**config.mk**
```make
export PLATFORM = sky130hd
export DESIGN_NAME = name_percent_decode_cleaner_top
export DESIGN_NICKNAME = d
export VERILOG_FILES = /design/src/sv/npdc_pkg.sv /design/src/sv/npdc_front.sv /design/src/sv/npdc_queue.sv /design/src/sv/npdc_back.sv /design/src/sv/name_percent_decode_cleaner_top.sv
export SDC_FILE = /design/constraint.sdc
export NUM_CORES = 1
export LEC_CHECK = 0
export BUFFER_PORTS_ARGS = -buffer_cell sky130_fd_sc_hd__buf_2
export CELL_PAD_IN_SITES_DETAIL_PLACEMENT = 1
export CELL_PAD_IN_SITES_GLOBAL_PLACEMENT = 2
export CORE_UTILIZATION = 41
export DETAILED_ROUTE_END_ITERATION = 8
export MAX_ROUTING_LAYER = met4
export PLACE_DENSITY = 0.75
export SETUP_SLACK_MARGIN = 0.15
export SLEW_MARGIN = 20
export SYNTH_ARGS = -nofsm -noshare
export SYNTH_HDL_FRONTEND = slang
export SYNTH_HIERARCHICAL = 1
export SYNTH_SLANG_ARGS = --single-unit
```
**constraint.sdc**
```tcl
create_clock -name aclk -period 5.3 [get_ports aclk]
set_input_delay 1.59 -clock aclk [delete_from_list [all_inputs] [get_ports aclk]]
set_output_delay 1.59 -clock aclk [all_outputs]
set_load 0.02 [all_outputs]
```
**src/sv/npdc_pkg.sv**
```systemverilog
// ----------------------------------------------------------------------------
// npdc_pkg
// Shared types, character codes and helper functions of the name cleaner.
// ----------------------------------------------------------------------------
`default_nettype none

package npdc_pkg;

    // Character codes that the decoder looks for.
    localparam logic [7:0] CH_PERCENT    = 8'h25;
    localparam logic [7:0] CH_UNDERSCORE = 8'h5F;
    localparam logic [7:0] CH_SPACE      = 8'h20;
    localparam logic [7:0] CH_TWO        = 8'h32;
    localparam logic [7:0] CH_THREE      = 8'h33;
    localparam logic [7:0] CH_EIGHT      = 8'h38;
    localparam logic [7:0] CH_ZERO       = 8'h30;
    localparam logic [7:0] CH_NINE       = 8'h39;
    localparam logic [7:0] CH_UPPER_A    = 8'h41;
    localparam logic [7:0] CH_UPPER_F    = 8'h46;

    // Most results that one bundle holds; further results of a beat are dropped.
    localparam int MAX_RESULTS = 3;
    localparam int RES_CW      = $clog2(MAX_RESULTS + 1);

    // Bundle queue between the front and back parts. Depth is a power of two.
    localparam int QUEUE_DEPTH = 4;
    localparam int QUEUE_AW    = $clog2(QUEUE_DEPTH);
    localparam int QUEUE_CW    = $clog2(QUEUE_DEPTH + 1);

    // Decoder phase, one-hot.
    typedef enum logic [3:0] {
        PH_TEXT = 4'b0001,
        PH_PCT  = 4'b0010,
        PH_DIG  = 4'b0100,
        PH_DONE = 4'b1000
    } phase_t;

    typedef struct packed {
        logic       has_byte;
        logic [7:0] out_byte;
    } result_t;

    // All results caused by one input beat.
    typedef struct packed {
        result_t [MAX_RESULTS-1:0] res;
        logic [RES_CW-1:0]         cnt;
        logic                      eon;
    } bundle_t;

    // Write side of the bundle queue.
    typedef struct packed {
        logic    push;
        bundle_t data;
    } queue_wr_t;

    function automatic logic is_hex(input logic [7:0] c);
        return ((c >= CH_ZERO) && (c <= CH_NINE)) ||
               ((c >= CH_UPPER_A) && (c <= CH_UPPER_F));
    endfunction

    function automatic logic [3:0] hex_nibble(input logic [7:0] c);
        logic [3:0] v;
        v = 4'd0;
        if ((c >= CH_ZERO) && (c <= CH_NINE)) begin
            v = c[3:0];
        end else if ((c >= CH_UPPER_A) && (c <= CH_UPPER_F)) begin
            v = 4'(c[3:0] + 4'd9);
        end
        return v;
    endfunction

    // Appends one result; results past the limit are dropped.
    function automatic bundle_t push_res(input bundle_t b, input logic [7:0] d,
                                         input logic has);
        bundle_t r;
        r = b;
        if (b.cnt != RES_CW'(MAX_RESULTS)) begin
            r.res[b.cnt].out_byte = d;
            r.res[b.cnt].has_byte = has;
            r.cnt = RES_CW'(b.cnt + 1'b1);
        end
        return r;
    endfunction

endpackage

`default_nettype wire

```
**src/sv/npdc_front.sv**
```systemverilog
// ----------------------------------------------------------------------------
// npdc_front
// Accepts raw bytes, runs the escape decoder and builds one result bundle.
// ----------------------------------------------------------------------------
`default_nettype none

module npdc_front (
    input  wire logic                aclk,
    input  wire logic                aresetn,
    input  wire logic                s_tvalid,
    output logic                     s_tready,
    input  wire logic [7:0]          s_tdata,   // [7:0] ch
    input  wire logic                s_tlast,   // last
    input  wire logic                q_full,
    output npdc_pkg::queue_wr_t      q_wr
);

    npdc_pkg::phase_t phase_reg, phase_next;
    logic [7:0]       first_digit_reg, first_digit_next;
    logic [7:0]       held_byte_reg, held_byte_next;
    logic             held_valid_reg, held_valid_next;
    npdc_pkg::bundle_t bundle;
    logic             s_fire;
    logic             c_is_pct;
    logic [7:0]       c_plain;

    assign s_tready = !q_full;
    assign s_fire   = s_tvalid && s_tready;
    assign c_is_pct = (s_tdata == npdc_pkg::CH_PERCENT);
    assign c_plain  = (s_tdata == npdc_pkg::CH_UNDERSCORE) ? npdc_pkg::CH_SPACE : s_tdata;

    always_comb begin
        npdc_pkg::bundle_t b;
        npdc_pkg::phase_t  ph;
        logic [7:0]        fd;
        logic [7:0]        hb;
        logic              hv;

        b   = '0;
        ph  = phase_reg;
        fd  = first_digit_reg;
        hb  = held_byte_reg;
        hv  = held_valid_reg;

        case (phase_reg)
            npdc_pkg::PH_TEXT: begin
                if (c_is_pct) begin
                    ph = npdc_pkg::PH_PCT;
                end else begin
                    if (hv) b = npdc_pkg::push_res(b, hb, 1'b1);
                    hb = c_plain;
                    hv = 1'b1;
                end
            end
            npdc_pkg::PH_PCT: begin
                if (npdc_pkg::is_hex(s_tdata)) begin
                    // Anything but '2' rules out the drop escape: free the held byte.
                    if (s_tdata != npdc_pkg::CH_TWO) begin
                        if (hv) b = npdc_pkg::push_res(b, hb, 1'b1);
                        hv = 1'b0;
                    end
                    fd = s_tdata;
                    ph = npdc_pkg::PH_DIG;
                end else begin
                    if (hv) b = npdc_pkg::push_res(b, hb, 1'b1);
                    hv = 1'b0;
                    b = npdc_pkg::push_res(b, npdc_pkg::CH_PERCENT, 1'b1);
                    if (c_is_pct) begin
                        ph = npdc_pkg::PH_PCT;
                    end else begin
                        ph = npdc_pkg::PH_TEXT;
                        hb = c_plain;
                        hv = 1'b1;
                    end
                end
            end
            npdc_pkg::PH_DIG: begin
                if (npdc_pkg::is_hex(s_tdata)) begin
                    if ((fd == npdc_pkg::CH_TWO) && (s_tdata == npdc_pkg::CH_EIGHT)) begin
                        hv = 1'b0;
                        ph = npdc_pkg::PH_DONE;
                    end else if ((fd == npdc_pkg::CH_TWO) &&
                                 (s_tdata == npdc_pkg::CH_THREE)) begin
                        if (hv) b = npdc_pkg::push_res(b, hb, 1'b1);
                        hv = 1'b0;
                        ph = npdc_pkg::PH_DONE;
                    end else begin
                        if (hv) b = npdc_pkg::push_res(b, hb, 1'b1);
                        hb = {npdc_pkg::hex_nibble(fd), npdc_pkg::hex_nibble(s_tdata)};
                        hv = 1'b1;
                        ph = npdc_pkg::PH_TEXT;
                    end
                end else begin
                    if (hv) b = npdc_pkg::push_res(b, hb, 1'b1);
                    hv = 1'b0;
                    b = npdc_pkg::push_res(b, npdc_pkg::CH_PERCENT, 1'b1);
                    b = npdc_pkg::push_res(b, fd, 1'b1);
                    if (c_is_pct) begin
                        ph = npdc_pkg::PH_PCT;
                    end else begin
                        ph = npdc_pkg::PH_TEXT;
                        hb = c_plain;
                        hv = 1'b1;
                    end
                end
            end
            npdc_pkg::PH_DONE: begin
                ph = npdc_pkg::PH_DONE;
            end
            default: begin
                ph = npdc_pkg::PH_DONE;
            end
        endcase

        if (s_tlast) begin
            // Flush whatever is still pending, then close the name.
            if (ph != npdc_pkg::PH_DONE) begin
                if (hv) b = npdc_pkg::push_res(b, hb, 1'b1);
            end
            if (ph == npdc_pkg::PH_PCT || ph == npdc_pkg::PH_DIG) begin
                b = npdc_pkg::push_res(b, npdc_pkg::CH_PERCENT, 1'b1);
            end
            if (ph == npdc_pkg::PH_DIG) begin
                b = npdc_pkg::push_res(b, fd, 1'b1);
            end
            if (b.cnt == '0) begin
                b = npdc_pkg::push_res(b, 8'd0, 1'b0);
            end
            b.eon = 1'b1;
            ph    = npdc_pkg::PH_TEXT;
            fd    = 8'd0;
            hb    = 8'd0;
            hv    = 1'b0;
        end

        bundle           = b;
        phase_next       = ph;
        first_digit_next = fd;
        held_byte_next   = hb;
        held_valid_next  = hv;
    end

    assign q_wr.push = s_fire && (bundle.cnt != '0);
    assign q_wr.data = bundle;

    always_ff @(posedge aclk) begin
        if (!aresetn) begin
            phase_reg      <= npdc_pkg::PH_TEXT;
            held_valid_reg <= 1'b0;
        end else if (s_fire) begin
            phase_reg      <= phase_next;
            held_valid_reg <= held_valid_next;
        end
    end

    always_ff @(posedge aclk) begin
        if (s_fire) begin
            first_digit_reg <= first_digit_next;
            held_byte_reg   <= held_byte_next;
        end
    end

    // The closing beat of a name always queues a bundle marked as its end.
    a_last_pushes: assert property (@(posedge aclk) disable iff (!aresetn)
        (s_fire && s_tlast) |-> (q_wr.push && q_wr.data.eon))
        else $error("closing beat did not queue an end bundle");

    // After a name closes the decoder is back in plain text with nothing held.
    a_last_resets: assert property (@(posedge aclk) disable iff (!aresetn)
        (s_fire && s_tlast) |=> (phase_reg == npdc_pkg::PH_TEXT && !held_valid_reg))
        else $error("decoder state not cleared after end of name");

    // A byte held back is only ever present in plain text or an open escape.
    a_held_phase: assert property (@(posedge aclk) disable iff (!aresetn)
        held_valid_reg |-> (phase_reg != npdc_pkg::PH_DONE))
        else $error("byte still held after the name ended");

endmodule

`default_nettype wire

```
**src/sv/npdc_queue.sv**
```systemverilog
// ----------------------------------------------------------------------------
// npdc_queue
// Short bundle queue that lets the front and back parts stall on their own.
// ----------------------------------------------------------------------------
`default_nettype none

module npdc_queue (
    input  wire logic                 aclk,
    input  wire logic                 aresetn,
    input  wire npdc_pkg::queue_wr_t  q_wr,
    output logic                      q_full,
    output logic                      q_valid,
    output npdc_pkg::bundle_t         q_data,
    input  wire logic                 q_pop
);

    npdc_pkg::bundle_t             mem_reg [npdc_pkg::QUEUE_DEPTH];
    logic [npdc_pkg::QUEUE_AW-1:0] wr_ptr_reg, rd_ptr_reg;
    logic [npdc_pkg::QUEUE_CW-1:0] count_reg, count_next;
    logic                          do_push, do_pop;

    assign q_full  = (count_reg == npdc_pkg::QUEUE_CW'(npdc_pkg::QUEUE_DEPTH));
    assign q_valid = (count_reg != '0);
    assign q_data  = mem_reg[rd_ptr_reg];
    assign do_push = q_wr.push && !q_full;
    assign do_pop  = q_pop && q_valid;

    always_comb begin
        count_next = count_reg;
        if (do_push && !do_pop) begin
            count_next = npdc_pkg::QUEUE_CW'(count_reg + 1'b1);
        end else if (do_pop && !do_push) begin
            count_next = npdc_pkg::QUEUE_CW'(count_reg - 1'b1);
        end
    end

    always_ff @(posedge aclk) begin
        if (!aresetn) begin
            wr_ptr_reg <= '0;
            rd_ptr_reg <= '0;
            count_reg  <= '0;
        end else begin
            if (do_push) wr_ptr_reg <= npdc_pkg::QUEUE_AW'(wr_ptr_reg + 1'b1);
            if (do_pop)  rd_ptr_reg <= npdc_pkg::QUEUE_AW'(rd_ptr_reg + 1'b1);
            count_reg <= count_next;
        end
    end

    always_ff @(posedge aclk) begin
        if (do_push) begin
            mem_reg[wr_ptr_reg] <= q_wr.data;
        end
    end

    a_no_overflow: assert property (@(posedge aclk) disable iff (!aresetn)
        !(q_wr.push && q_full))
        else $error("bundle pushed into a full queue");

    a_count_bound: assert property (@(posedge aclk) disable iff (!aresetn)
        count_reg <= npdc_pkg::QUEUE_CW'(npdc_pkg::QUEUE_DEPTH))
        else $error("queue count beyond depth");

    // After a push the queue is not empty on the next cycle.
    a_push_visible: assert property (@(posedge aclk) disable iff (!aresetn)
        (q_wr.push && !q_full) |=> q_valid)
        else $error("queue empty right after a push");

endmodule

`default_nettype wire

```
**src/sv/npdc_back.sv**
```systemverilog
// ----------------------------------------------------------------------------
// npdc_back
// Takes bundles from the queue and sends their results one beat at a time.
// ----------------------------------------------------------------------------
`default_nettype none

module npdc_back (
    input  wire logic               aclk,
    input  wire logic               aresetn,
    input  wire logic               q_valid,
    input  wire npdc_pkg::bundle_t  q_data,
    output logic                    q_pop,
    output logic                    m_tvalid,
    input  wire logic               m_tready,
    output logic [7:0]              m_tdata,   // [7:0] out_byte
    output logic                    m_tuser,   // [0] has_byte
    output logic                    m_tlast    // end_of_name
);

    npdc_pkg::bundle_t             cur_reg;
    logic [npdc_pkg::RES_CW-1:0]   idx_reg;
    logic                          busy_reg;
    logic                          beat, last_idx, load;
    npdc_pkg::result_t             res_sel;

    assign last_idx = (idx_reg == npdc_pkg::RES_CW'(cur_reg.cnt - 1'b1));
    assign beat     = busy_reg && m_tready;
    assign load     = !busy_reg || (beat && last_idx);
    assign q_pop    = load && q_valid;

    assign res_sel  = cur_reg.res[idx_reg];
    assign m_tvalid = busy_reg;
    assign m_tdata  = res_sel.out_byte;
    assign m_tuser  = res_sel.has_byte;
    assign m_tlast  = cur_reg.eon && last_idx;

    always_ff @(posedge aclk) begin
        if (!aresetn) begin
            busy_reg <= 1'b0;
            idx_reg  <= '0;
        end else if (load) begin
            busy_reg <= q_valid;
            idx_reg  <= '0;
        end else if (beat) begin
            idx_reg  <= npdc_pkg::RES_CW'(idx_reg + 1'b1);
        end
    end

    always_ff @(posedge aclk) begin
        if (load && q_valid) begin
            cur_reg <= q_data;
        end
    end

endmodule

`default_nettype wire

```
**src/sv/name_percent_decode_cleaner_top.sv**
```systemverilog
// ----------------------------------------------------------------------------
// name_percent_decode_cleaner_top
// Byte-stream name cleaner with percent-escape decoding.
// ----------------------------------------------------------------------------
// The block takes one raw name byte per beat on the s_ side and returns cleaned
// bytes on the m_ side. An underscore becomes a space, and a percent sign with
// two upper-case hex digits becomes the byte they encode. The escape %23 ends
// the name; %28 ends it and also drops the byte just before it, so one decoded
// byte is always held back until the next byte shows it is safe. Bytes after
// either escape are ignored until the beat with s_tlast. A malformed escape
// comes out literally. The beat with s_tlast always yields at least one result,
// and the last result of the name carries m_tlast; when no byte is due it is a
// bare marker with m_tuser (has_byte) low. Rate: the front part accepts one
// byte every cycle as long as the four-entry bundle queue has room, and each
// input beat turns into zero to three results. The output side sends one
// result per cycle while m_tready is high; sustained throughput is one byte
// per cycle on ordinary text. The results of a byte are written into the
// bundle queue and then loaded into the back part's bundle register before
// m_tvalid presents them.
// ----------------------------------------------------------------------------
`default_nettype none

module name_percent_decode_cleaner_top (
    input  wire logic        aclk,
    input  wire logic        aresetn,
    input  wire logic        s_tvalid,
    output logic             s_tready,
    input  wire logic [7:0]  s_tdata,   // [7:0] ch
    input  wire logic        s_tlast,   // last
    output logic             m_tvalid,
    input  wire logic        m_tready,
    output logic [7:0]       m_tdata,   // [7:0] out_byte
    output logic             m_tuser,   // [0] has_byte
    output logic             m_tlast    // end_of_name
);

    // Front to queue: bundle write; queue to back: head bundle.
    npdc_pkg::queue_wr_t q_wr;
    npdc_pkg::bundle_t   q_data;
    logic                q_full;
    logic                q_valid;
    logic                q_pop;

    // Decoder: classifies each byte and builds the bundle of results it causes.
    npdc_front u_front (
        .aclk     (aclk),
        .aresetn  (aresetn),
        .s_tvalid (s_tvalid),
        .s_tready (s_tready),
        .s_tdata  (s_tdata),
        .s_tlast  (s_tlast),
        .q_full   (q_full),
        .q_wr     (q_wr)
    );

    // Bundle queue decouples input stalls from output stalls.
    npdc_queue u_queue (
        .aclk     (aclk),
        .aresetn  (aresetn),
        .q_wr     (q_wr),
        .q_full   (q_full),
        .q_valid  (q_valid),
        .q_data   (q_data),
        .q_pop    (q_pop)
    );

    // Output serializer: one result per beat from the registered bundle.
    npdc_back u_back (
        .aclk     (aclk),
        .aresetn  (aresetn),
        .q_valid  (q_valid),
        .q_data   (q_data),
        .q_pop    (q_pop),
        .m_tvalid (m_tvalid),
        .m_tready (m_tready),
        .m_tdata  (m_tdata),
        .m_tuser  (m_tuser),
        .m_tlast  (m_tlast)
    );

endmodule

`default_nettype wire
```
==> results of run 1 <==
[final cells by class]
type | instances | area share (%)
Multi-Input combinational cell | 389 | 31.7
Timing Repair Buffer | 58 | 4.31
Inverter | 19 | 0.723
Tap cell | 270 | 3.42
Clock inverter | 5 | 0.342
Sequential cell | 183 | 54.0
Clock buffer | 27 | 5.54
[cells in the final DEF, fill, tap and decap left out, types with 13 or more instances in the layout]
master / netlist / final
buf_2: 10 / 24
and2_1: 13 / 13
nor2_1: 34 / 34
inv_1: 19 / 19
dfxtp_1: 17 / 15
nand2_1: 52 / 52
buf_4: 1 / 30
ha_1: 14 / 14
mux2i_1: 16 / 16
edfxtp_1: 166 / 166
o21ai_0: 32 / 32
clkbuf_16: 0 / 20
mux4_2: 30 / 30
a21oi_1: 32 / 32
[worst max-delay path by stage]
stage | from | endpoint | slack (ns) | cells past startpoint
after floorplan | s_tdata[0] | u_queue/count_reg[2]$_SDFFE_PN0P_ | 0.18 | 18
after global placement | s_tdata[0] | u_queue/count_reg[2]$_SDFFE_PN0P_ | 0.37 | 16
after detailed placement | s_tdata[0] | u_queue/count_reg[2]$_SDFFE_PN0P_ | 0.29 | 16
after CTS | s_tdata[0] | u_queue/count_reg[2]$_SDFFE_PN0P_ | 0.74 | 16
after global routing | s_tdata[0] | u_queue/mem_reg[2][22]$_DFFE_PP_ | 0.42 | 11
final | s_tdata[0] | u_queue/mem_reg[2][22]$_DFFE_PP_ | 0.63 | 11
[critical path, stage by stage]
cell	delay [ns]
buf_2	0.21
inv_1	0.13
ha_1	0.24
nor3b_1	0.15
nor4b_1	0.43
nor2_1	0.11
o32ai_1	0.35
a31oi_2	0.28
nor3_2	0.62
o21ai_0	0.23
a2bb2oi_1	0.48
[power by group through the flow]
stage	clock [mW]	sequential (mW)	combinational, mW
2_1_floorplan	0	2.00	0.605
3_3_place_gp	0	2.03	0.816
3_5_place_dp	0	2.05	0.851
4_1_cts	1.24	2.02	0.858
5_1_grt	1.29	2.04	0.921
6_report	1.22	2.02	0.837
[per-layer routing]
| layer | global-route usage, % | wire [um] | vias to the layer above |
|---|---|---|---|
| li1 | - | - | 2537 |
| met1 | 28.8 | 10100 | 2885 |
| met2 | 36.4 | 11000 | 125 |
| met3 | 3.73 | 752 | 20 |
| met4 | 5.98 | 252 | 0 |
| met5 | - | 0 | - |
[kinds of logic (layout without fill, tap and decap cells)]
| group | after synthesis | after routing | synth area share, % |
|---|---|---|---|
| flops | 183 | 183 | 61.3 |
| mux | 47 | 47 | 9.79 |
| compound gates | 147 | 147 | 12.3 |
| xor+xnor | 9 | 9 | 0.993 |
| buf+inv | 52 | 109 | 2.95 |
| simple gates | 171 | 171 | 10.4 |
| fa+ha+maj | 15 | 15 | 2.25 |
==> run metrics, run 1 <==
Die Ht 148 um; number of library cell types mapped by synthesis 82; Initial Util 42.4%; share of post-route cells with drive strength above 1 21.1%; Core Util, Final around half; worst-path fanout max 10; core area 0.0205 sq mm; main area contributors after synthesis edfxtp_1, mux4_2, dfxtp_1, nand2_1, ha_1; initial antenna violation count 0; first-pass GRT wire length 34800 um; Num CTS Buffers 17; min-delay src u_queue/wr_ptr_reg[1]$_SDFFE_PN0P_; Setup crit end kind flip-flop; setup_tns 0 ns; largest net degree at the start of global routing 45; Fin. Hold Viols 0; crit path DAT between 4 and 5 ns; fin cells 951; Final period util 88.2%; Multi-input gate area between 0.003 and 0.004 sq mm; Place WS 0.286 ns; flops & latches, synth 183; RePlAce Congestion 0.853; Comb pwr share roughly a fifth; Hold Path Sink u_queue/wr_ptr_reg[1]$_SDFFE_PN0P_; relative slew slack a little over a third; I/O Buffers 24; clock root buffer clkbuf_16; post-layout power approximately 4.1 mW; Mapped Cells around 620; I/O pins 25; sequential cell area fraction in the yosys report 61.3%; Yosys top cell area share between 50% and 60%; static leakage between 3 and 4 nW; number of synthesized flops with an enable pin about 170; r2r endpoint u_queue/mem_reg[2][22]$_DFFE_PP_; post-DR vias/cell 5.85; cts hold-fix bufs 0; detailed-placement wirelength estimate around 15000 um; worst reg-to-reg setup slack 1.26 ns; nets@finish a little under 700; full die area roughly 0.022 sq mm; Pwr Density approximately 410 mW/mm^2; synthesized area 0.00869 sq mm; postcts setup bufs 0; # clock sinks 183; pins over their slew limit 0; Clock Power Share 29.9%; worst skew pair latency 0.43 ns; Max Freq around 210 MHz; count leader, synth edfxtp_1; Hold Path Stages 2; RSZ-0062 raised after global routing no; placed cells 919; DRC Markers 0; worst setup margin 0.626 ns; start of the worst register-to-register path u_front/first_digit_reg[0]$_SDFFCE_PP0P_; remaining antenna violation count after routing 0; max-cap violations 0; Largest register FFs 120; vias in the first global route 5969; asr flop ratio synth 0%; CTS tree built; Synthesis Warnings 6; post-route cell area slightly below 0.01 sq mm; Synth area leader edfxtp_1; Final setup viols 0; fill count 2090; clock buffer depth 2; Worst Reg-to-Reg Cells 9; Worst-path clk slew approximately 0.060 ns; sequential share of power 49.6%; Final Critical Period 4.67 ns; worst slew pin tran 0.959 ns; drt pass-1 iters 5; ys flop type edfxtp_1; Placed Area 0.00929 sq mm; Area Growth Syn to Fin 13.5%; antenna cells 0; drt initial violations roughly 330; Switch Pwr ~1.1 mW; chip width 148 um; Data required, critical path 5.46 ns; Core Rows 52; VDD IR max between 0.15 and 0.2 mV; Crit Path Category in -> reg; final hold slack approximately 0.53 ns; final WL 22100 um; synthesized area per cell ~14 sq um; switching part of the total power 27.8%; cell-internal power 2.94 mW; H-Tree Level Count 4; PostCTS Resize Cnt 0; gr usage total about 22%; register area 0.00533 sq mm; status complete, no violations; total number of vias 5567; top cells by count, synth edfxtp_1, nand2_1, nor2_1; total grt overflow 0; syn nets 652; critical path startpoint category input port; Hold Path Class reg -> reg; Clock Skews around 0.0080 ns; drt wl/cell between 20 and 25 um
(Power assumes the default switching activity.)
==> run 2, diff against run 1 <==
--- a/config.mk
+++ b/config.mk
@@ -8,10 +8,11 @@
 export BUFFER_PORTS_ARGS = -buffer_cell sky130_fd_sc_hd__buf_2
 export CELL_PAD_IN_SITES_DETAIL_PLACEMENT = 1
 export CELL_PAD_IN_SITES_GLOBAL_PLACEMENT = 2
-export CORE_UTILIZATION = 41
+export CORE_UTILIZATION = 42
+export CTS_BUF_LIST = sky130_fd_sc_hd__clkbuf_8
 export DETAILED_ROUTE_END_ITERATION = 8
 export MAX_ROUTING_LAYER = met4
-export PLACE_DENSITY = 0.75
+export PLACE_DENSITY = 0.77
 export SETUP_SLACK_MARGIN = 0.15
 export SLEW_MARGIN = 20
 export SYNTH_ARGS = -nofsm -noshare
==> run metrics, run 2 (synthesis gave the netlist of run 1 again) <==
pins over their slew limit 0 (unchanged); remaining antenna violation count after routing 0 (unchanged); Hold Path Class reg -> reg; I/O pins 25 (unchanged); detailed-placement wirelength estimate 15700 um (+2.2%); setup_tns 0 ns (unchanged); full die area 0.0213 sq mm (-2.3%); worst skew pair latency 0.46 ns (+0.03 ns); placed cells 918 (-0.11%); final hold slack 0.515 ns (-0.0101 ns); VDD IR max 0.162 mV (-12%); Worst-path clk slew 0.10 ns (+0.04 ns); nets@finish 695 (-0.14%); post-DR vias/cell 5.92 (+1.1%); antenna cells 0 (unchanged); r2r endpoint u_queue/mem_reg[1][13]$_DFFE_PP_; max-cap violations 0 (unchanged); postcts setup bufs 0 (unchanged); Final setup viols 0 (unchanged); Largest register FFs 120 (unchanged); share of post-route cells with drive strength above 1 21.5% (+0.33 points); cts hold-fix bufs 0 (unchanged); status complete, no violations; vias in the first global route 5989 (+0.34%); Setup crit end kind flip-flop; gr usage total 22.7% (+0.38 points); Area Growth Syn to Fin 11.5%; H-Tree Level Count 4 (unchanged); Hold Path Sink u_queue/wr_ptr_reg[1]$_SDFFE_PN0P_; PostCTS Resize Cnt 0 (unchanged); fill count 2067 (-1.1%); Final Critical Period 4.69 ns (+0.0150 ns); Clock Skews 0.0245 ns (+0.0165 ns); Crit Path Category in -> reg; drt initial violations 308 (-5.8%); CTS tree built; worst reg-to-reg setup slack 1.27 ns (about the same); Core Rows 52 (unchanged); I/O Buffers 24 (unchanged); drt pass-1 iters 5 (unchanged); Pwr Density 395 mW/mm^2 (-4.4%); DRC Markers 0 (unchanged); initial antenna violation count 0 (unchanged); Hold Path Stages 2 (unchanged); largest net degree at the start of global routing 45 (unchanged); crit path DAT 5.06 ns (+0.23 ns); fin cells 950 (-0.11%); clock buffer depth 2 (unchanged); commonest non-fill, non-tap cell in the layout edfxtp_1; # clock sinks 183 (unchanged); Worst Reg-to-Reg Cells 11 (+2); Fin. Hold Viols 0 (unchanged); relative slew slack 28.3% (-7.6 points); Core Util, Final 47.9% (-0.25 points); first-pass GRT wire length 35100 um (+1.1%); RePlAce Congestion 0.884 (+3.7%); most frequent cells in the layout edfxtp_1, nand2_1, nor2_1; drt wl/cell 23.7 um (+2.2%); final WL 22500 um (+2.1%); worst slew pin tran 1.07 ns (+0.114 ns); total grt overflow 0 (unchanged); Num CTS Buffers 17 (unchanged); Data required, critical path 5.67 ns (+0.21 ns); total number of vias 5624 (+1.0%); chip width 146 um (-1.2%); critical path startpoint category input port; core area 0.0202 sq mm (-1.3%); static leakage 3.21 nW (-2.6%); RSZ-0062 raised after global routing no; worst-path fanout max 9 (-1); Initial Util 43.0% (+0.55 points); clock root buffer clkbuf_8; Final period util 88.5% (+0.28 points); min-delay src u_queue/wr_ptr_reg[1]$_SDFFE_PN0P_; Max Freq 213 MHz (-0.32%); start of the worst register-to-register path u_front/first_digit_reg[0]$_SDFFCE_PP0P_; Die Ht 146 um (-1.2%)
==> run 2: cell types whose count changed in the layout (fill, tap and decap cells not counted), sizes merged <==
cell      before  now
buf           58   57
bufinv         0    3
clkbuf        27   17
clkinv         4    9
clkinvlp       0    1
inv           20   21
==> run 2: where the power goes <==
group	internal [mW]	switching (mW)	leakage (nW)	total [mW]
combinational	0.339	0.474	1.30	0.812
clock	0.469	0.502	0.207	0.971
sequential	1.88	0.157	1.70	2.04
==> run 2: worst max-delay path: stages <==
cell and delay (ns):
buf_2 0.20, inv_1 0.12, ha_1 0.22, nor3b_1 0.15, or4b_1 0.54, a21o_1 0.25
a41oi_4 0.17, a21oi_2 0.07, a21oi_1 0.17, nor2b_1 0.21, ha_1 0.21, inv_1 0.06
fa_1 0.37, xor2_1 0.18, or3_1 0.34, a21boi_1 0.21
==> run 2: per-stage QoR <==
stage               total power, mW  instance area, sq um  worst slack (ns)
floorplan                      2.61                  8690             0.182
global placement               2.85                  9280             0.331
detailed placement             2.90                  9280             0.175
CTS                            3.86                  9690             0.620
global route                   4.00                  9690             0.409
finish                         3.82                  9690             0.611
==> run 2: worst max-delay path by stage <==
stage / start / end / slack, ns / depth (start not counted)
after floorplan: s_tdata[0] / u_queue/count_reg[2]$_SDFFE_PN0P_ / 0.18 / 18
after global placement: s_tdata[0] / u_queue/count_reg[2]$_SDFFE_PN0P_ / 0.33 / 16
after detailed placement: s_tdata[0] / u_queue/count_reg[2]$_SDFFE_PN0P_ / 0.18 / 16
after CTS: s_tdata[0] / u_queue/count_reg[2]$_SDFFE_PN0P_ / 0.62 / 16
after global routing: s_tdata[0] / u_queue/count_reg[2]$_SDFFE_PN0P_ / 0.41 / 16
final: s_tdata[0] / u_queue/count_reg[2]$_SDFFE_PN0P_ / 0.61 / 16
==> run 2: area by class of cell <==
cell class                      instances  area [sq um]  share of cell area, %
Multi-Input combinational cell        389          3130                   32.2
Tap cell                              270           338                   3.49
Inverter                               19          71.3                  0.736
Sequential cell                       183          5330                   55.0
Clock buffer                           17           234                   2.41
Clock inverter                         15           179                   1.85
Timing Repair Buffer                   57           418                   4.31
==> run 2: per-layer routing <==
| layer | wire length (um) | global-route usage (%) |
|---|---|---|
| met1 | 10000 | 29.4 |
| met2 | 11600 | 37.5 |
| met3 | 713 | 3.23 |
| met4 | 199 | 5.79 |
| met5 | 0 | - |
